`config.mk`:
```
export PLATFORM = sky130hd
export DESIGN_NAME = hng_norm
export DESIGN_NICKNAME = d
export VERILOG_FILES = /design/src/rtl/core/hng_pkg.sv /design/src/rtl/core/hng_lane.sv /design/src/rtl/core/hng_norm.sv
export SDC_FILE = /design/constraint.sdc
export NUM_CORES = 2
export LEC_CHECK = 0
export ABC_AREA = 1
export BUFFER_PORTS_ARGS = -buffer_cell sky130_fd_sc_hd__buf_2
export CORE_MARGIN = 5
export CORE_UTILIZATION = 29
export CTS_CLUSTER_DIAMETER = 120
export DETAILED_ROUTE_END_ITERATION = 16
export GPL_TIMING_DRIVEN = 0
export PLACE_DENSITY = 0.51
export SYNTH_ARGS = -nofsm -noshare
export SYNTH_HDL_FRONTEND = slang
export SYNTH_SLANG_ARGS = --single-unit
```
`constraint.sdc`:
```
create_clock -name clk -period 17.4 [get_ports clk]
set_input_delay 3.48 -clock clk [delete_from_list [all_inputs] [get_ports clk]]
set_output_delay 3.48 -clock clk [all_outputs]
set_load 0.02 [all_outputs]
```
`src/rtl/core/hng_pkg.sv`:
```
package hng_pkg;

  localparam int H_W     = 16;
  localparam int D_W     = H_W + 1;
  localparam int WREG_W  = 11;
  localparam int CREG_W  = 13;
  localparam int COMP_W  = 16;
  localparam int NY_W    = 15;
  localparam int COL_W   = 10;
  localparam int ROW_W   = 12;
  localparam int Q_W     = 15;
  localparam int S_W     = 34;
  localparam int ACC_W   = 69;
  localparam int ADDR_W  = 3;
  localparam int DATA_W  = 32;

  localparam int WIDTH_LIMIT = 1024;
  localparam int ROWS_LIMIT  = 4096;
  localparam int DIM_MIN     = 3;
  localparam int TWO_Q10     = 2048;

  localparam logic REG_ROW_WIDTH = 1'b0;
  localparam logic REG_ROW_COUNT = 1'b1;

  typedef struct packed {
    logic                  neg_x;
    logic [H_W-1:0]        mag_x;
    logic                  neg_z;
    logic [H_W-1:0]        mag_z;
    logic [COL_W-1:0]      col;
    logic [ROW_W-1:0]      row;
  } hng_vec_t;

  typedef struct packed {
    logic [COMP_W-1:0]     normal_x;
    logic [NY_W-1:0]       normal_y;
    logic [COMP_W-1:0]     normal_z;
    logic [COL_W-1:0]      centre_col;
    logic [ROW_W-1:0]      centre_row;
  } hng_res_t;

endpackage

```
`src/rtl/core/hng_lane.sv`:
```
module hng_lane import hng_pkg::*; (
  input  logic           clk,
  input  logic           rst,
  input  logic           start,
  input  logic [H_W-1:0] mag,
  input  logic [S_W-1:0] s,
  output logic           busy,
  output logic [Q_W-1:0] q
);

  localparam int TOP_BIT = Q_W - 1;
  localparam int BIT_W   = $clog2(Q_W);
  localparam int SQ_W    = 2 * H_W;

  logic signed [ACC_W-1:0] x, ys, ss, t, trial, s_ext, ys_sum;
  logic [SQ_W-1:0]         mag_sq;
  logic [BIT_W-1:0]        bit_idx;
  logic                    phase, take;

  assign s_ext  = $signed(ACC_W'(s));
  assign mag_sq = SQ_W'(mag) * SQ_W'(mag);
  assign take   = (trial <= t);
  assign ys_sum = take ? ys + (ss <<< 1) : ys;

  always_ff @(posedge clk) begin
    if (rst) begin
      busy  <= 1'b0;
      phase <= 1'b0;
    end else if (start) begin
      x       <= s_ext;
      ys      <= -(s_ext <<< (TOP_BIT + 2));
      ss      <= s_ext <<< (2 * TOP_BIT + 2);
      t       <= $signed(ACC_W'(mag_sq)) <<< (2 * Q_W);
      q       <= '0;
      bit_idx <= BIT_W'(TOP_BIT);
      phase   <= 1'b0;
      busy    <= 1'b1;
    end else if (busy) begin
      if (!phase) begin
        trial <= x + ys + ss;
        phase <= 1'b1;
      end else begin
        if (take) begin
          x          <= trial;
          q[bit_idx] <= 1'b1;
        end
        ys    <= ys_sum >>> 1;
        ss    <= ss >>> 2;
        phase <= 1'b0;
        if (bit_idx == '0) busy <= 1'b0;
        else bit_idx <= bit_idx - BIT_W'(1);
      end
    end
  end

endmodule

```
`src/rtl/core/hng_norm.sv`:
```
module hng_norm import hng_pkg::*; (
  input  logic     clk,
  input  logic     rst,
  input  logic     vec_valid,
  output logic     vec_ready,
  input  hng_vec_t vec,
  output logic     res_valid,
  input  logic     res_ready,
  output hng_res_t res
);

  localparam int SQ_W = 2 * H_W;

  typedef enum logic [4:0] {
    N_IDLE  = 5'b00001,
    N_SQ    = 5'b00010,
    N_START = 5'b00100,
    N_RUN   = 5'b01000,
    N_OUT   = 5'b10000
  } norm_state_t;

  norm_state_t state;
  hng_vec_t    v;
  logic [S_W-1:0]    s_reg;
  logic [SQ_W-1:0]   sq_x, sq_z;
  logic [Q_W-1:0]    qx, qy, qz;
  logic [2:0]        busy;
  logic [COMP_W-1:0] qx16, qz16;
  logic              start;

  assign sq_x  = SQ_W'(v.mag_x) * SQ_W'(v.mag_x);
  assign sq_z  = SQ_W'(v.mag_z) * SQ_W'(v.mag_z);
  assign start = (state == N_START);

  assign vec_ready = (state == N_IDLE);
  assign res_valid = (state == N_OUT);

  assign qx16 = COMP_W'(qx);
  assign qz16 = COMP_W'(qz);
  assign res.normal_x   = v.neg_x ? COMP_W'(0) - qx16 : qx16;
  assign res.normal_y   = NY_W'(qy);
  assign res.normal_z   = v.neg_z ? COMP_W'(0) - qz16 : qz16;
  assign res.centre_col = v.col;
  assign res.centre_row = v.row;

  hng_lane u_lane_x (.clk, .rst, .start, .mag(v.mag_x), .s(s_reg), .busy(busy[0]), .q(qx));
  hng_lane u_lane_y (.clk, .rst, .start, .mag(H_W'(TWO_Q10)), .s(s_reg), .busy(busy[1]),
                     .q(qy));
  hng_lane u_lane_z (.clk, .rst, .start, .mag(v.mag_z), .s(s_reg), .busy(busy[2]), .q(qz));

  always_ff @(posedge clk) begin
    if (rst) begin
      state <= N_IDLE;
    end else begin
      unique case (state)
        N_IDLE: begin
          if (vec_valid) begin
            v     <= vec;
            state <= N_SQ;
          end
        end
        N_SQ: begin
          s_reg <= S_W'(sq_x) + S_W'(sq_z) + S_W'(TWO_Q10 * TWO_Q10);
          state <= N_START;
        end
        N_START: state <= N_RUN;
        N_RUN: begin
          if (busy == '0) state <= N_OUT;
        end
        N_OUT: begin
          if (res_ready) state <= N_IDLE;
        end
        default: state <= N_IDLE;
      endcase
    end
  end

endmodule

```
==> summary.md <==
| Metric | Value |
|---|---|
| WS Path Type | reg2reg |
| Syn Area/Cell | 7.63 µm² |
| Pwr dens | 215 nW/µm² |
| Async set-reset flop share out of synthesis | 0 |
| Vias in the first global route | 82,526 |
| Most frequent CP cell | fa_1 |
| Die Area | 343,000 µm² |
| Commonest non-fill, non-tap cell in the layout | nand2_1 |
| Worst skew pair latency | 0.84 ns |
| Pin count of the biggest net entering global routing | 68 |
| CP max-delay cell | fa_1 |
| Die height | 586 µm |
| Max IR drop VDD | 0.00128 V |
| Syn Inst Count | 12,599 |
| Delay-heaviest family, CP | adder cells |
| Final hold violation count | 0 |
| Startpoint class of the critical path | register |
| Initial drt markers | 8,898 |
| Post-CTS Setup Repair Bufs | 0 |
| RSZ-0062 raised after global routing | false |
| Syn-to-layout area delta | 11.6% |
| Remaining DRCs | 0 |
| Root Buffer Master | clkbuf_16 |
| Antenna violations before repair | 42 |
| Max-cap violations | 6 |
| Worst Path Buf+Inv | 5 |
| Placed insts | 17,132 |
| Fmax | 111 MHz |
| #FFs+latches synth | 1,033 |
| Top Ports | 131 |
| Final Routed Wirelength | 420 mm |
| Clock sinks | 1,033 |
| Critical Path End Type | register |
| First-pass GRT wire length | 590 mm |
| Most frequent cells in the layout | 3,267 x nand2_1, 2,362 x inv_1, 1,347 x nor2_1 |
| Final TNS setup | 0 ns |
| Post-synth EDFFs | 1,022 |
| Yosys warns | 0 |
| Worst Path Arrival | 9.64 ns |
| Min cycle time layout | 9.01 ns |
| Std cell rows | 211 |
| DR pass1 iterations | 7 |
| GR Overflow Total | 0 |
| Max Clock Skew | 0.0576 ns |
| Clock slew at reported path FFs | 0.06 ns |
| Nets@finish | 14,233 |
| Via Count | 86,466 |
| Placed wire-length estimate | 356 mm |
| Largest stage delay, worst path | 0.63 ns |
| Seq/Total Area, Yosys | 0.322 |
| Setup violators final | 0 |
| Worst-path fanout max | 10 |
| Non-filler cells, final | 17,380 |
| CTS Buffer Depth | 4 |
| Min Hold Slack | 0.464 ns |
| Total GRT Usage | 0.239 |
| Synthesized cell area | 96,100 µm² |
| Lkg Pwr | 50.3 nW |
| Post-synthesis cell type count | 60 |
| Main synth FF type | edfxtp_1 |
| Req. time, crit path | 18.03 ns |
| CTS resizes | 0 |
| Antenna Nets Post-Route | 0 |
| CTS H-tree depth | 4 |
| Worst hold path type | reg2reg |
| Fraction of layout cells with a size suffix above 1 | 0.0424 |
| Worst-Margin Slew | 1.54 ns |
| Initial core utilization | 0.291 |
| Failing checks | capacitance limit, slew limit |
| Worst rel slew slack | -0.0376 |
| Num CTS Buffers | 139 |
| CTS tree | yes |
| Vias per cell | 4.98 |
| Chip width | 586 µm |
| Status | finished with violations |
| # hold bufs at CTS | 0 |
| Final Max Slew Viols | 18 |
| DR WL/cell | 24.2 µm |
| Final Cycle Share | 0.518 |
| Post-Syn Nets | 13,924 |
| Core area | 330,000 µm² |
| GPL Wtd Cong | 1.05 |
| # port buffers | 130 |
Yosys cell counts, types with 109 or more instances:
library cell	number	area [µm²]
nand2_1	3272	12300
inv_1	2364	8870
nor2_1	1353	5080
edfxtp_1	1022	30700
ha_1	747	9350
a21oi_1	738	3690
o21ai_0	616	3080
nand3_1	607	3040
fa_1	518	10400
xor2_1	250	2190
xnor2_1	142	1240
nand4_1	131	820
nor3_1	123	616
clkbuf_1	109	409
worst register-to-register path: cells and delay by family, from the launching register on:
kind / cells / cell delay, ns
adder cells (fa/ha/maj): 9 / 4.25
XOR/XNOR: 2 / 0.68
AO/OA/AOI/OAI: 9 / 1.75
AND/OR/NAND/NOR: 4 / 0.44
flip-flops: 1 / 0.43
buffers and inverters: 5 / 1.27
where the power goes:
group          switching [W]  internal [W]  total (W)
sequential         0.0000860       0.00368    0.00376
clock                0.00119       0.00157    0.00276
combinational         0.0112       0.00532     0.0165
worst paths after layout:
kind	start	endpoint	slack (ns)	cells after the start
worst max register to register	v[43]	s_reg[28]	8.39	29
worst min register to register	u_lane_x.phase	u_lane_x.phase	0.46	2
worst min-delay path	u_lane_x.phase	u_lane_x.phase	0.46	2
worst max-delay path	v[43]	s_reg[28]	8.39	29
layout make-up:
| type | count | area, µm² |
|---|---|---|
| Buffer | 223 | 1100 |
| Tap cell | 4366 | 5460 |
| Fill cell | 35938 | 223000 |
| Clock inverter | 67 | 531 |
| Timing Repair Buffer | 168 | 1380 |
| Inverter | 2373 | 8910 |
| Multi-Input combinational cell | 8970 | 55300 |
| Clock buffer | 165 | 3640 |
| Antenna cell | 15 | 37.5 |
| Sequential cell | 1033 | 30900 |
cells by family after synthesis:
family | after synthesis | synth area share
mux | 1 | 0.000117
simple gates | 5624 | 0.237
compound gates | 1688 | 0.0960
xor+xnor | 392 | 0.0357
buf+inv | 2596 | 0.104
fa+ha+maj | 1265 | 0.205
flops | 1033 | 0.322
per-layer routing:
layer	part of all wire	global-route usage
met3	0.075	0.0396
met1	0.43	0.324
met5	0.00032	0
met4	0.055	0.106
met2	0.44	0.373
per-stage QoR:
| stage | utilization | total power (W) | area (µm²) | setup WS [ns] |
|---|---|---|---|---|
| after global placement | 0.309 | 0.0203 | 102000 | -8.35 |
| after global routing | 0.325 | 0.0251 | 107000 | 7.88 |
| final | 0.325 | 0.0230 | 107000 | 8.39 |
| after floorplan | - | 0.0148 | 96100 | 0.638 |
| after detailed placement | 0.312 | 0.0202 | 103000 | 8.38 |
| after CTS | 0.324 | 0.0231 | 107000 | 8.33 |
Note: power is estimated with default switching activity, not from simulation.
