**src/rtl/core/hng_pkg.sv**
```systemverilog
package hng_pkg;

  localparam int H_W     = 16;
  localparam int D_W     = H_W + 1;
  localparam int WREG_W  = 11;
  localparam int CREG_W  = 13;
  localparam int COMP_W  = 16;
  localparam int NY_W    = 15;
  localparam int COL_W   = 10;
  localparam int ROW_W   = 12;
  localparam int Q_W     = 15;
  localparam int S_W     = 34;
  localparam int ACC_W   = 69;
  localparam int ADDR_W  = 3;
  localparam int DATA_W  = 32;

  localparam int WIDTH_LIMIT = 1024;
  localparam int ROWS_LIMIT  = 4096;
  localparam int DIM_MIN     = 3;
  localparam int TWO_Q10     = 2048;

  localparam logic REG_ROW_WIDTH = 1'b0;
  localparam logic REG_ROW_COUNT = 1'b1;

  typedef struct packed {
    logic                  neg_x;
    logic [H_W-1:0]        mag_x;
    logic                  neg_z;
    logic [H_W-1:0]        mag_z;
    logic [COL_W-1:0]      col;
    logic [ROW_W-1:0]      row;
  } hng_vec_t;

  typedef struct packed {
    logic [COMP_W-1:0]     normal_x;
    logic [NY_W-1:0]       normal_y;
    logic [COMP_W-1:0]     normal_z;
    logic [COL_W-1:0]      centre_col;
    logic [ROW_W-1:0]      centre_row;
  } hng_res_t;

endpackage

```
**src/rtl/core/hng_cfg.sv**
```systemverilog
module hng_cfg import hng_pkg::*; #(
  parameter int MAX_WIDTH = 1024,
  parameter int MAX_ROWS  = 4096
) (
  input  logic              clk,
  input  logic              rst,
  input  logic              psel,
  input  logic              penable,
  input  logic              pwrite,
  input  logic [ADDR_W-1:0] paddr,
  input  logic [DATA_W-1:0] pwdata,
  output logic [DATA_W-1:0] prdata,
  output logic [WREG_W-1:0] row_width,
  output logic [CREG_W-1:0] row_count
);

  localparam int WMAX = (MAX_WIDTH < WIDTH_LIMIT) ? MAX_WIDTH : WIDTH_LIMIT;
  localparam int RMAX = (MAX_ROWS < ROWS_LIMIT) ? MAX_ROWS : ROWS_LIMIT;

  logic [WREG_W-1:0] w_in, w_clamped;
  logic [CREG_W-1:0] c_in, c_clamped;
  logic              wr;

  assign wr   = psel && penable && pwrite;
  assign w_in = pwdata[WREG_W-1:0];
  assign c_in = pwdata[CREG_W-1:0];

  always_comb begin
    if (w_in < WREG_W'(DIM_MIN)) w_clamped = WREG_W'(DIM_MIN);
    else if (w_in > WREG_W'(WMAX)) w_clamped = WREG_W'(WMAX);
    else w_clamped = w_in;
    if (c_in < CREG_W'(DIM_MIN)) c_clamped = CREG_W'(DIM_MIN);
    else if (c_in > CREG_W'(RMAX)) c_clamped = CREG_W'(RMAX);
    else c_clamped = c_in;
  end

  always_ff @(posedge clk) begin
    if (rst) begin
      row_width <= WREG_W'(WMAX);
      row_count <= CREG_W'(RMAX);
    end else if (wr) begin
      unique case (paddr[2])
        REG_ROW_WIDTH: row_width <= w_clamped;
        REG_ROW_COUNT: row_count <= c_clamped;
        default: ;
      endcase
    end
  end

  always_comb begin
    prdata = '0;
    if (paddr[1:0] == 2'b00) begin
      unique case (paddr[2])
        REG_ROW_WIDTH: prdata = DATA_W'(row_width);
        REG_ROW_COUNT: prdata = DATA_W'(row_count);
        default: prdata = '0;
      endcase
    end
  end

endmodule

```
**config.mk**
```make
export PLATFORM = sky130hd
export DESIGN_NAME = hng_cfg
export DESIGN_NICKNAME = d
export VERILOG_FILES = /design/src/rtl/core/hng_pkg.sv /design/src/rtl/core/hng_cfg.sv
export SDC_FILE = /design/constraint.sdc
export NUM_CORES = 1
export LEC_CHECK = 0
export ABC_AREA = 1
export BUFFER_PORTS_ARGS = -buffer_cell sky130_fd_sc_hd__buf_2
export CORE_ASPECT_RATIO = 0.9
export CORE_MARGIN = 4
export CORE_UTILIZATION = 44
export DETAILED_ROUTE_END_ITERATION = 10
export PLACE_DENSITY = 0.87
export SYNTH_ARGS = -nofsm -noshare
export SYNTH_HDL_FRONTEND = slang
export SYNTH_SLANG_ARGS = --single-unit
```
**constraint.sdc**
```tcl
create_clock -name clk -period 1.5 [get_ports clk]
set_input_delay 0.225 -clock clk [delete_from_list [all_inputs] [get_ports clk]]
set_output_delay 0.225 -clock clk [all_outputs]
set_load 0.01 [all_outputs]
```
==> results.yml, run 1 <==
final_layout:
  drive_gt1_share_pct: 26.9
  num_antenna_cells: 0
  fin_nets: 312
  nFillCells: 300
  final_cells: 311
  synthToLayoutAreaGrowth_pct: 22.9
global_route:
  grt-ovfl-total: 0
  grt_first_pass_wirelength_um: 5820
  track_usage_pct: 18.5
  grt_max_degree: 23
  grt_pass1_vias: 1259
  antenna_found_initial: 0
floorplan:
  fp-row-count: 18
  die_w_um: 66.9
  die-area_sq_um: 4080
  core_sq_um: 2860
  pin_count: 96
  fp.dieH_um: 61.0
  start_util_pct: 48.0
power:
  finalPower_mw: 1.18
  irDropWorstVdd_mv: 0.564
  p_per_area_nw_per_um2: 700
  leakage_nw: 0.842
timing:
  fin_ws_ps: 173
  clock_skew_ps: 0
  setup_viol: 0
  hold_viol: 0
  fmax_mhz: 754
  hold_ws_ps: 190
  period_share_pct: 88.4
  slew_viol_final: 0
  rsz0062_at_grt: "no"
  fin_crit_ps: 1330
  setup_tns_ps: 0
place:
  dp.cells: 307
  io_buffers: 57
  gp_congestion: 0.910
  hpwlAfterDp_um: 2930
  dpl_worst_slack_ps: 181
logic_synthesis:
  seq_area_frac_synth_pct: 35.0
  yosys_warnings: 0
  synthTopCellsByArea: "dfxtp_1 35%, nand2_1 16%, a21oi_1 12%"
  synth_top_area_share_pct: 35.0
  syn_area_per_cell_sq_um: 6.45
  synth_cell_types: 20
  synth_seq_cells: 24
  yosysTopAreaCell: "dfxtp_1"
  syn-cell-area_sq_um: 1370
  synth_cells: 213
clocking:
  cts_buffers: 3
  postCtsSetupBuffers: 0
  cts_tree: "done"
  clk_latency_ps: 310
  path_clk_slew_ps: 120
  clock-sinks: 24
  cts_resized: 0
  cts_root_buffer: "clkbuf_4"
  htree_levels: 1
  hold_buffers: 0
  cts.path.max_buffers: 2
drt:
  drt-vias-per-instance: 4.71
  num_vias: 1464
  top_layer: "met4"
  wl_met1_um: 1660
  wl_per_cell_um: 11.9
  drt_pass1_iterations: 5
  drc_errors: 0
  dr.first_iter.drc_count: 90
  wl_met2_um: 1720
  postRouteAntennaNets: 0
  routed_wirelength_um: 3710
  wl_met3_um: 309
critical_path:
  cp-end-kind: "primary output"
  max_stage_delay_ps: 390
  crit_family: "flip-flops"
  required_ps: 1270
  crit_path_start_kind: "register"
  crit_chain: "nor2_1 -> a211oi_1 -> buf_2"
  critPathBufInv: 1
  critPathSlowestCell: "dfxtp_1"
  critPathKind: "register to primary output"
  critPathArrivalTime_ps: 1100
  critPathMaxFanout: 3
run_status:
  outcome: "completed"
worst_hold_path:
  holdCritPathClass: "input pin to register"
flow_run:
  cap_violations: 0
==> worst register-to-register path, cell delays in order (launching register included) <==
cell and delay (ps):
dfxtp_1 430, nand2_1 70, a21oi_1 160
==> cells in the mapped netlist <==
cell type,n
nand2_1,59
a21oi_1,32
dfxtp_1,24
nor2_1,22
buf_4,19
nand3_1,18
inv_1,17
clkbuf_1,5
o21ai_0,3
and2_1,2
buf_2,2
inv_2,2
a211oi_1,1
a211oi_2,1
buf_6,1
conb_1,1
nor2_4,1
nor3_1,1
o21bai_2,1
or2_2,1
==> cells in the final DEF, fill, tap and decap left out, types with 3 or more instances in the layout <==
| cell | Yosys | layout |
|---|---|---|
| clkbuf_4 | 0 | 3 |
| a21oi_1 | 32 | 32 |
| buf_4 | 19 | 5 |
| nor2_1 | 22 | 22 |
| nand3_1 | 18 | 18 |
| inv_1 | 17 | 17 |
| o21ai_0 | 3 | 3 |
| conb_1 | 1 | 19 |
| dfxtp_1 | 24 | 24 |
| nand2_1 | 59 | 59 |
| buf_2 | 2 | 57 |
==> area by class of cell <==
type,instances,area (sq um),share of cell area [%]
well taps,40,50.0,2.97
multi-input cells,161,707,41.9
inverters,19,71.3,4.23
repair buffers,63,343,20.3
clock buffers,4,36.3,2.15
flip-flops and latches,24,480,28.5
==> final timing paths <==
check          startpoint      endpoint  slack (ps)  cells after the start
max          row_width[0]     prdata[0]         170                      3
min             pwdata[5]  row_width[5]         190                      3
max reg2reg  row_width[2]  row_width[2]         780                      2
min reg2reg  row_count[4]  row_count[4]         490                      2
==> metrics by stage <==
| stage | utilization, % | area [sq um] |
|---|---|---|
| after floorplan | - | 1440 |
| after global placement | 57.7 | 1650 |
| after detailed placement | 57.7 | 1650 |
| after CTS | 59.0 | 1690 |
| after global routing | 59.0 | 1690 |
| final | 59.0 | 1690 |
==> kinds of logic after synthesis <==
| kind of cell | synth area share (%) |
|---|---|
| AO/OA/AOI/OAI | 15.0 |
| flip-flops | 35.0 |
| AND/OR/NAND/NOR | 31.2 |
| buffers and inverters | 18.5 |
| other | 0.273 |
==> state kept, by name, indices dropped and copies added (netlist names) <==
signal / count
row_width: 11
row_count: 13
==> report_power, final <==
| part | switching [mW] | internal (mW) |
|---|---|---|
| registers | 0.00771 | 0.648 |
| logic | 0.127 | 0.0634 |
| clock network | 0.187 | 0.148 |
==> layer usage <==
layer	up-vias	GRT usage, %
li1	756	-
met1	641	26.2
met2	65	29.2
met3	2	3.83
met4	0	4.05
met5	-	0
Power figures use the tool's default switching activity.
==> inputs of run 2 (changes only) <==
CELL_PAD_IN_SITES_DETAIL_PLACEMENT = 1   (was default)
CELL_PAD_IN_SITES_GLOBAL_PLACEMENT = 2   (was default)
CORE_UTILIZATION = 21   (was 44)
CTS_BUF_LIST = sky130_fd_sc_hd__clkbuf_4 sky130_fd_sc_hd__clkbuf_8   (was default)
PLACE_DENSITY = 0.88   (was 0.87)
REMOVE_ABC_BUFFERS = 1   (was default)
==> run 2 against run 1 <==
Compared with the run above:
- combinational power up 4%
- worst setup slack got worse by 30 ps
- critical path type is now input pin to primary output
- first-iteration DRC count fell by 19%
- register-to-register slack is essentially flat
- sequential power is essentially flat
- critical endpoint unchanged
- critical path depth rose by 1
- clock power grew 34%
==> results.yml, run 2 (synthesis gave the netlist of run 1 again) <==
global_route:
  antenna_found_initial: 0
  grt_first_pass_wirelength_um: 7460
  grt_pass1_vias: 1471
  grt_max_degree: 23
  grt-ovfl-total: 0
  track_usage_pct: 11.7
critical_path:
  critPathArrivalTime_ps: 1130
  reg2reg_depth: 4
  cp-end-kind: "primary output"
  crit_end: "prdata[0]"
  r2r-start: "row_width[1]"
  crit_path_start_kind: "input pin"
  critPathLaunch: "paddr[1]"
  timing.rr.end: "row_width[1]"
  critPathMaxFanout: 13
  critPathKind: "input pin to primary output"
  r2r_slack_ps: 770
  required_ps: 1270
final_layout:
  largest_register_ffs: 13
  regMostFlops: "row_count"
  final_cells: 360
  synthToLayoutAreaGrowth_pct: 29.6
  final_cell_mix: "59 x nand2_1, 57 x buf_2, 32 x a21oi_1, 24 x dfxtp_1, 22 x nor2_1"
  nFillCells: 827
  reg.largest.list: "row_count x13, row_width x11"
  num_antenna_cells: 0
  fin_nets: 314
  layout_commonest_cell: "nand2_1"
  drive_gt1_share_pct: 27.5
  final_util_pct: 28.5
  fin_area_sq_um: 1780
timing:
  period_share_pct: 90.5
  clock_skew_ps: 0
  hold_ws_ps: 243
  fin_ws_ps: 143
  hold_viol: 0
  rsz0062_at_grt: "no"
  setup_viol: 0
  fin_crit_ps: 1360
  fmax_mhz: 737
  setup_tns_ps: 0
  slew_viol_final: 0
clocking:
  cts_buffers: 3
  htree_levels: 1
  clock-sinks: 24
  cts_tree: "done"
  clk_latency_ps: 260
  path_clk_slew_ps: 90
  postCtsSetupBuffers: 0
  cts_root_buffer: "clkbuf_8"
  hold_buffers: 0
  cts_resized: 0
  cts.path.max_buffers: 2
drt:
  drc_errors: 0
  drt_pass1_iterations: 4
  routed_wirelength_um: 4690
  postRouteAntennaNets: 0
  dr.first_iter.drc_count: 73
  drt-vias-per-instance: 4.06
  wl_per_cell_um: 13.0
  num_vias: 1460
floorplan:
  core_sq_um: 6250
  fp-row-count: 27
  pin_count: 96
  die-area_sq_um: 7900
  start_util_pct: 22.0
  fp.dieH_um: 84.7
  die_w_um: 93.3
power:
  leakage_nw: 0.861
  switching_share_pct: 27.3
  combPwrFrac_pct: 15.2
  finalPower_mw: 1.30
  p_clk_share_pct: 34.5
  switchingPower_mw: 0.354
  internal-power_mw: 0.945
  sequentialPowerShare_pct: 50.4
  irDropWorstVdd_mv: 0.380
  p_per_area_nw_per_um2: 730
worst_hold_path:
  holdCritPathClass: "input pin to register"
place:
  dpl_worst_slack_ps: 117
  dp.cells: 356
  post_dp_cell_area_sq_um: 1730
  hpwlAfterDp_um: 3630
  io_buffers: 57
  gp_congestion: 0.828
run_status:
  outcome: "completed"
flow_run:
  cap_violations: 0
-- run 2: cell count changes in the layout (fill, tap and decap cells not counted), sizes merged --
cell / delta
buf: +2
-- run 2: layout make-up --
cell class                      instances  area (sq um)  share of cell area [%]
Multi-Input combinational cell        161           707                    39.7
Tap cell                               87           109                    6.11
Sequential cell                        24           480                    27.0
Timing Repair Buffer                   65           358                    20.1
Inverter                               19          71.3                    4.01
Clock buffer                            4          55.1                    3.09
-- run 2: power groups by stage --
| stage | sequential [mW] | combinational, mW | clock, mW |
|---|---|---|---|
| 2_1_floorplan | 0.674 | 0.0861 | 0 |
| 3_3_place_gp | 0.670 | 0.197 | 0 |
| 3_5_place_dp | 0.670 | 0.200 | 0 |
| 4_1_cts | 0.655 | 0.201 | 0.473 |
| 5_1_grt | 0.657 | 0.223 | 0.492 |
| 6_report | 0.654 | 0.197 | 0.448 |
-- run 2: worst max-delay path, cell delays in order --
cell,delay [ps]
buf_2,90
or2_2,430
a211oi_1,210
buf_2,170
-- run 2: worst min-delay path by stage --
stage / start / to / slack (ps) / depth (start not counted)
floorplan: rst / row_count[10] / 290 / 1
global placement: row_count[6] / row_count[6] / 470 / 2
detailed placement: row_count[3] / row_count[3] / 470 / 2
CTS: pwdata[7] / row_width[7] / 240 / 3
global route: pwdata[7] / row_width[7] / 240 / 3
finish: pwdata[7] / row_width[7] / 240 / 3
-- run 2: metal layers --
| metal | wire length, um | part of all wire [%] | global-route usage (%) | vias up |
|---|---|---|---|---|
| li1 | - | - | - | 754 |
| met1 | 2180 | 46 | 15.5 | 661 |
| met2 | 2100 | 45 | 18.8 | 41 |
| met3 | 363 | 7.7 | 3.49 | 4 |
| met4 | 46 | 0.98 | 2.80 | 0 |
| met5 | 0 | 0 | 0 | - |
==> inputs of run 3 (changes only) <==
CAP_MARGIN = 40   (was default)
RECOVER_POWER = 25   (was default)
==> run 3 against run 2 <==
Compared with the run above:
- clock-buffer cell count unchanged
- wire length about the same
- final area decreased by 1.3%
- sequential cell count unchanged
- power decreased by 0.24%
==> results.yml, run 3 (synthesis gave the netlist of run 1 again) <==
floorplan:
  pin_count: 96
  die_w_um: 93.3
  core_sq_um: 6250
  fp.dieH_um: 84.7
  die-area_sq_um: 7900
  fp-row-count: 27
  start_util_pct: 22.0
final_layout:
  nFillCells: 830
  reg.largest.list: "row_count x13, row_width x11"
  regMostFlops: "row_count"
  multi_input_area_sq_um: 699
  seq_area_sq_um: 480
  layout_commonest_cell: "nand2_1"
  final_util_pct: 28.1
  fin_nets: 314
  synthToLayoutAreaGrowth_pct: 27.9
  final_cell_mix: "59 x nand2_1, 47 x buf_2, 32 x a21oi_1, 24 x dfxtp_1, 23 x nor2_1"
  largest_register_ffs: 13
  drive_gt1_share_pct: 22.7
  num_antenna_cells: 0
clocking:
  hold_buffers: 0
  clk_latency_ps: 260
  cts_buffers: 3
  cts_root_buffer: "clkbuf_8"
  clock-sinks: 24
  htree_levels: 1
  cts_resized: 0
  path_clk_slew_ps: 90
  cts.path.max_buffers: 2
  cts_tree: "done"
  postCtsSetupBuffers: 0
critical_path:
  r2r-start: "row_width[1]"
  critPathMaxFanout: 13
  timing.rr.end: "row_width[1]"
  r2r_slack_ps: 770
  reg2reg_depth: 4
  cp-end-kind: "primary output"
  critPathKind: "input pin to primary output"
  critPathArrivalTime_ps: 1130
  crit_end: "prdata[0]"
  critPathLaunch: "paddr[1]"
  crit_path_start_kind: "input pin"
  required_ps: 1270
timing:
  setup_viol: 0
  fin_crit_ps: 1360
  rsz0062_at_grt: "no"
  hold_viol: 0
  slew_viol_final: 0
  clock_skew_ps: 0
  setup_tns_ps: 0
  hold_ws_ps: 243
  fmax_mhz: 737
  period_share_pct: 90.4
  fin_ws_ps: 144
place:
  io_buffers: 57
  hpwlAfterDp_um: 3630
  gp_congestion: 0.828
  dpl_worst_slack_ps: 117
global_route:
  grt_max_degree: 23
  track_usage_pct: 11.7
  grt_first_pass_wirelength_um: 7460
  grt-ovfl-total: 0
  antenna_found_initial: 0
  grt_pass1_vias: 1471
run_status:
  outcome: "completed"
worst_hold_path:
  holdCritPathClass: "input pin to register"
drt:
  postRouteAntennaNets: 0
  num_vias: 1466
  drt_pass1_iterations: 4
  routed_wirelength_um: 4680
  drc_errors: 0
  dr.first_iter.drc_count: 84
  wl_per_cell_um: 13.0
  drt-vias-per-instance: 4.07
power:
  irDropWorstVdd_mv: 0.381
  p_per_area_nw_per_um2: 738
  leakage_nw: 0.818
flow_run:
  cap_violations: 0
-- run 3: where the power goes --
group | switching (mW) | leakage, nW | internal, mW | total [mW]
clock network | 0.214 | 0.0288 | 0.234 | 0.449
registers | 0.00735 | 0.194 | 0.647 | 0.655
logic | 0.132 | 0.595 | 0.0609 | 0.193
total | 0.354 | 0.818 | 0.943 | 1.30
-- run 3: per-layer routing --
metal / up-vias / routed length, um / track usage (%)
met5: - / 0 / 0
met4: 0 / 46 / 2.80
met3: 4 / 363 / 3.49
met2: 41 / 2100 / 18.8
met1: 665 / 2180 / 15.5
li1: 756 / - / -
-- run 3: cell type report --
class                      instances  area share, %
sequential                        24           27.4
tap                               87           6.20
multi-input combinational        161           39.8
clock buffer                       4           3.13
timing repair buffer              65           19.4
inverter                          19           4.06
-- run 3: worst min-delay path by stage --
stage	startpoint	end	cells past startpoint
CTS	pwdata[7]	row_width[7]	3
global route	pwdata[7]	row_width[7]	3
detailed placement	row_count[3]	row_count[3]	2
global placement	row_count[6]	row_count[6]	2
floorplan	rst	row_count[10]	1
finish	pwdata[7]	row_width[7]	3
-- run 3: through the flow --
stage | cell area [sq um] | total power, mW | instances
floorplan | 1260 | 0.760 | 204
global placement | 1730 | 0.867 | 356
detailed placement | 1730 | 0.870 | 356
CTS | 1780 | 1.33 | 360
global route | 1760 | 1.37 | 360
finish | 1760 | 1.30 | 360
-- run 3: critical path, stage by stage --
cell and delay, ps:
buf_2 90, or2_2 430, a211oi_1 210, buf_2 170
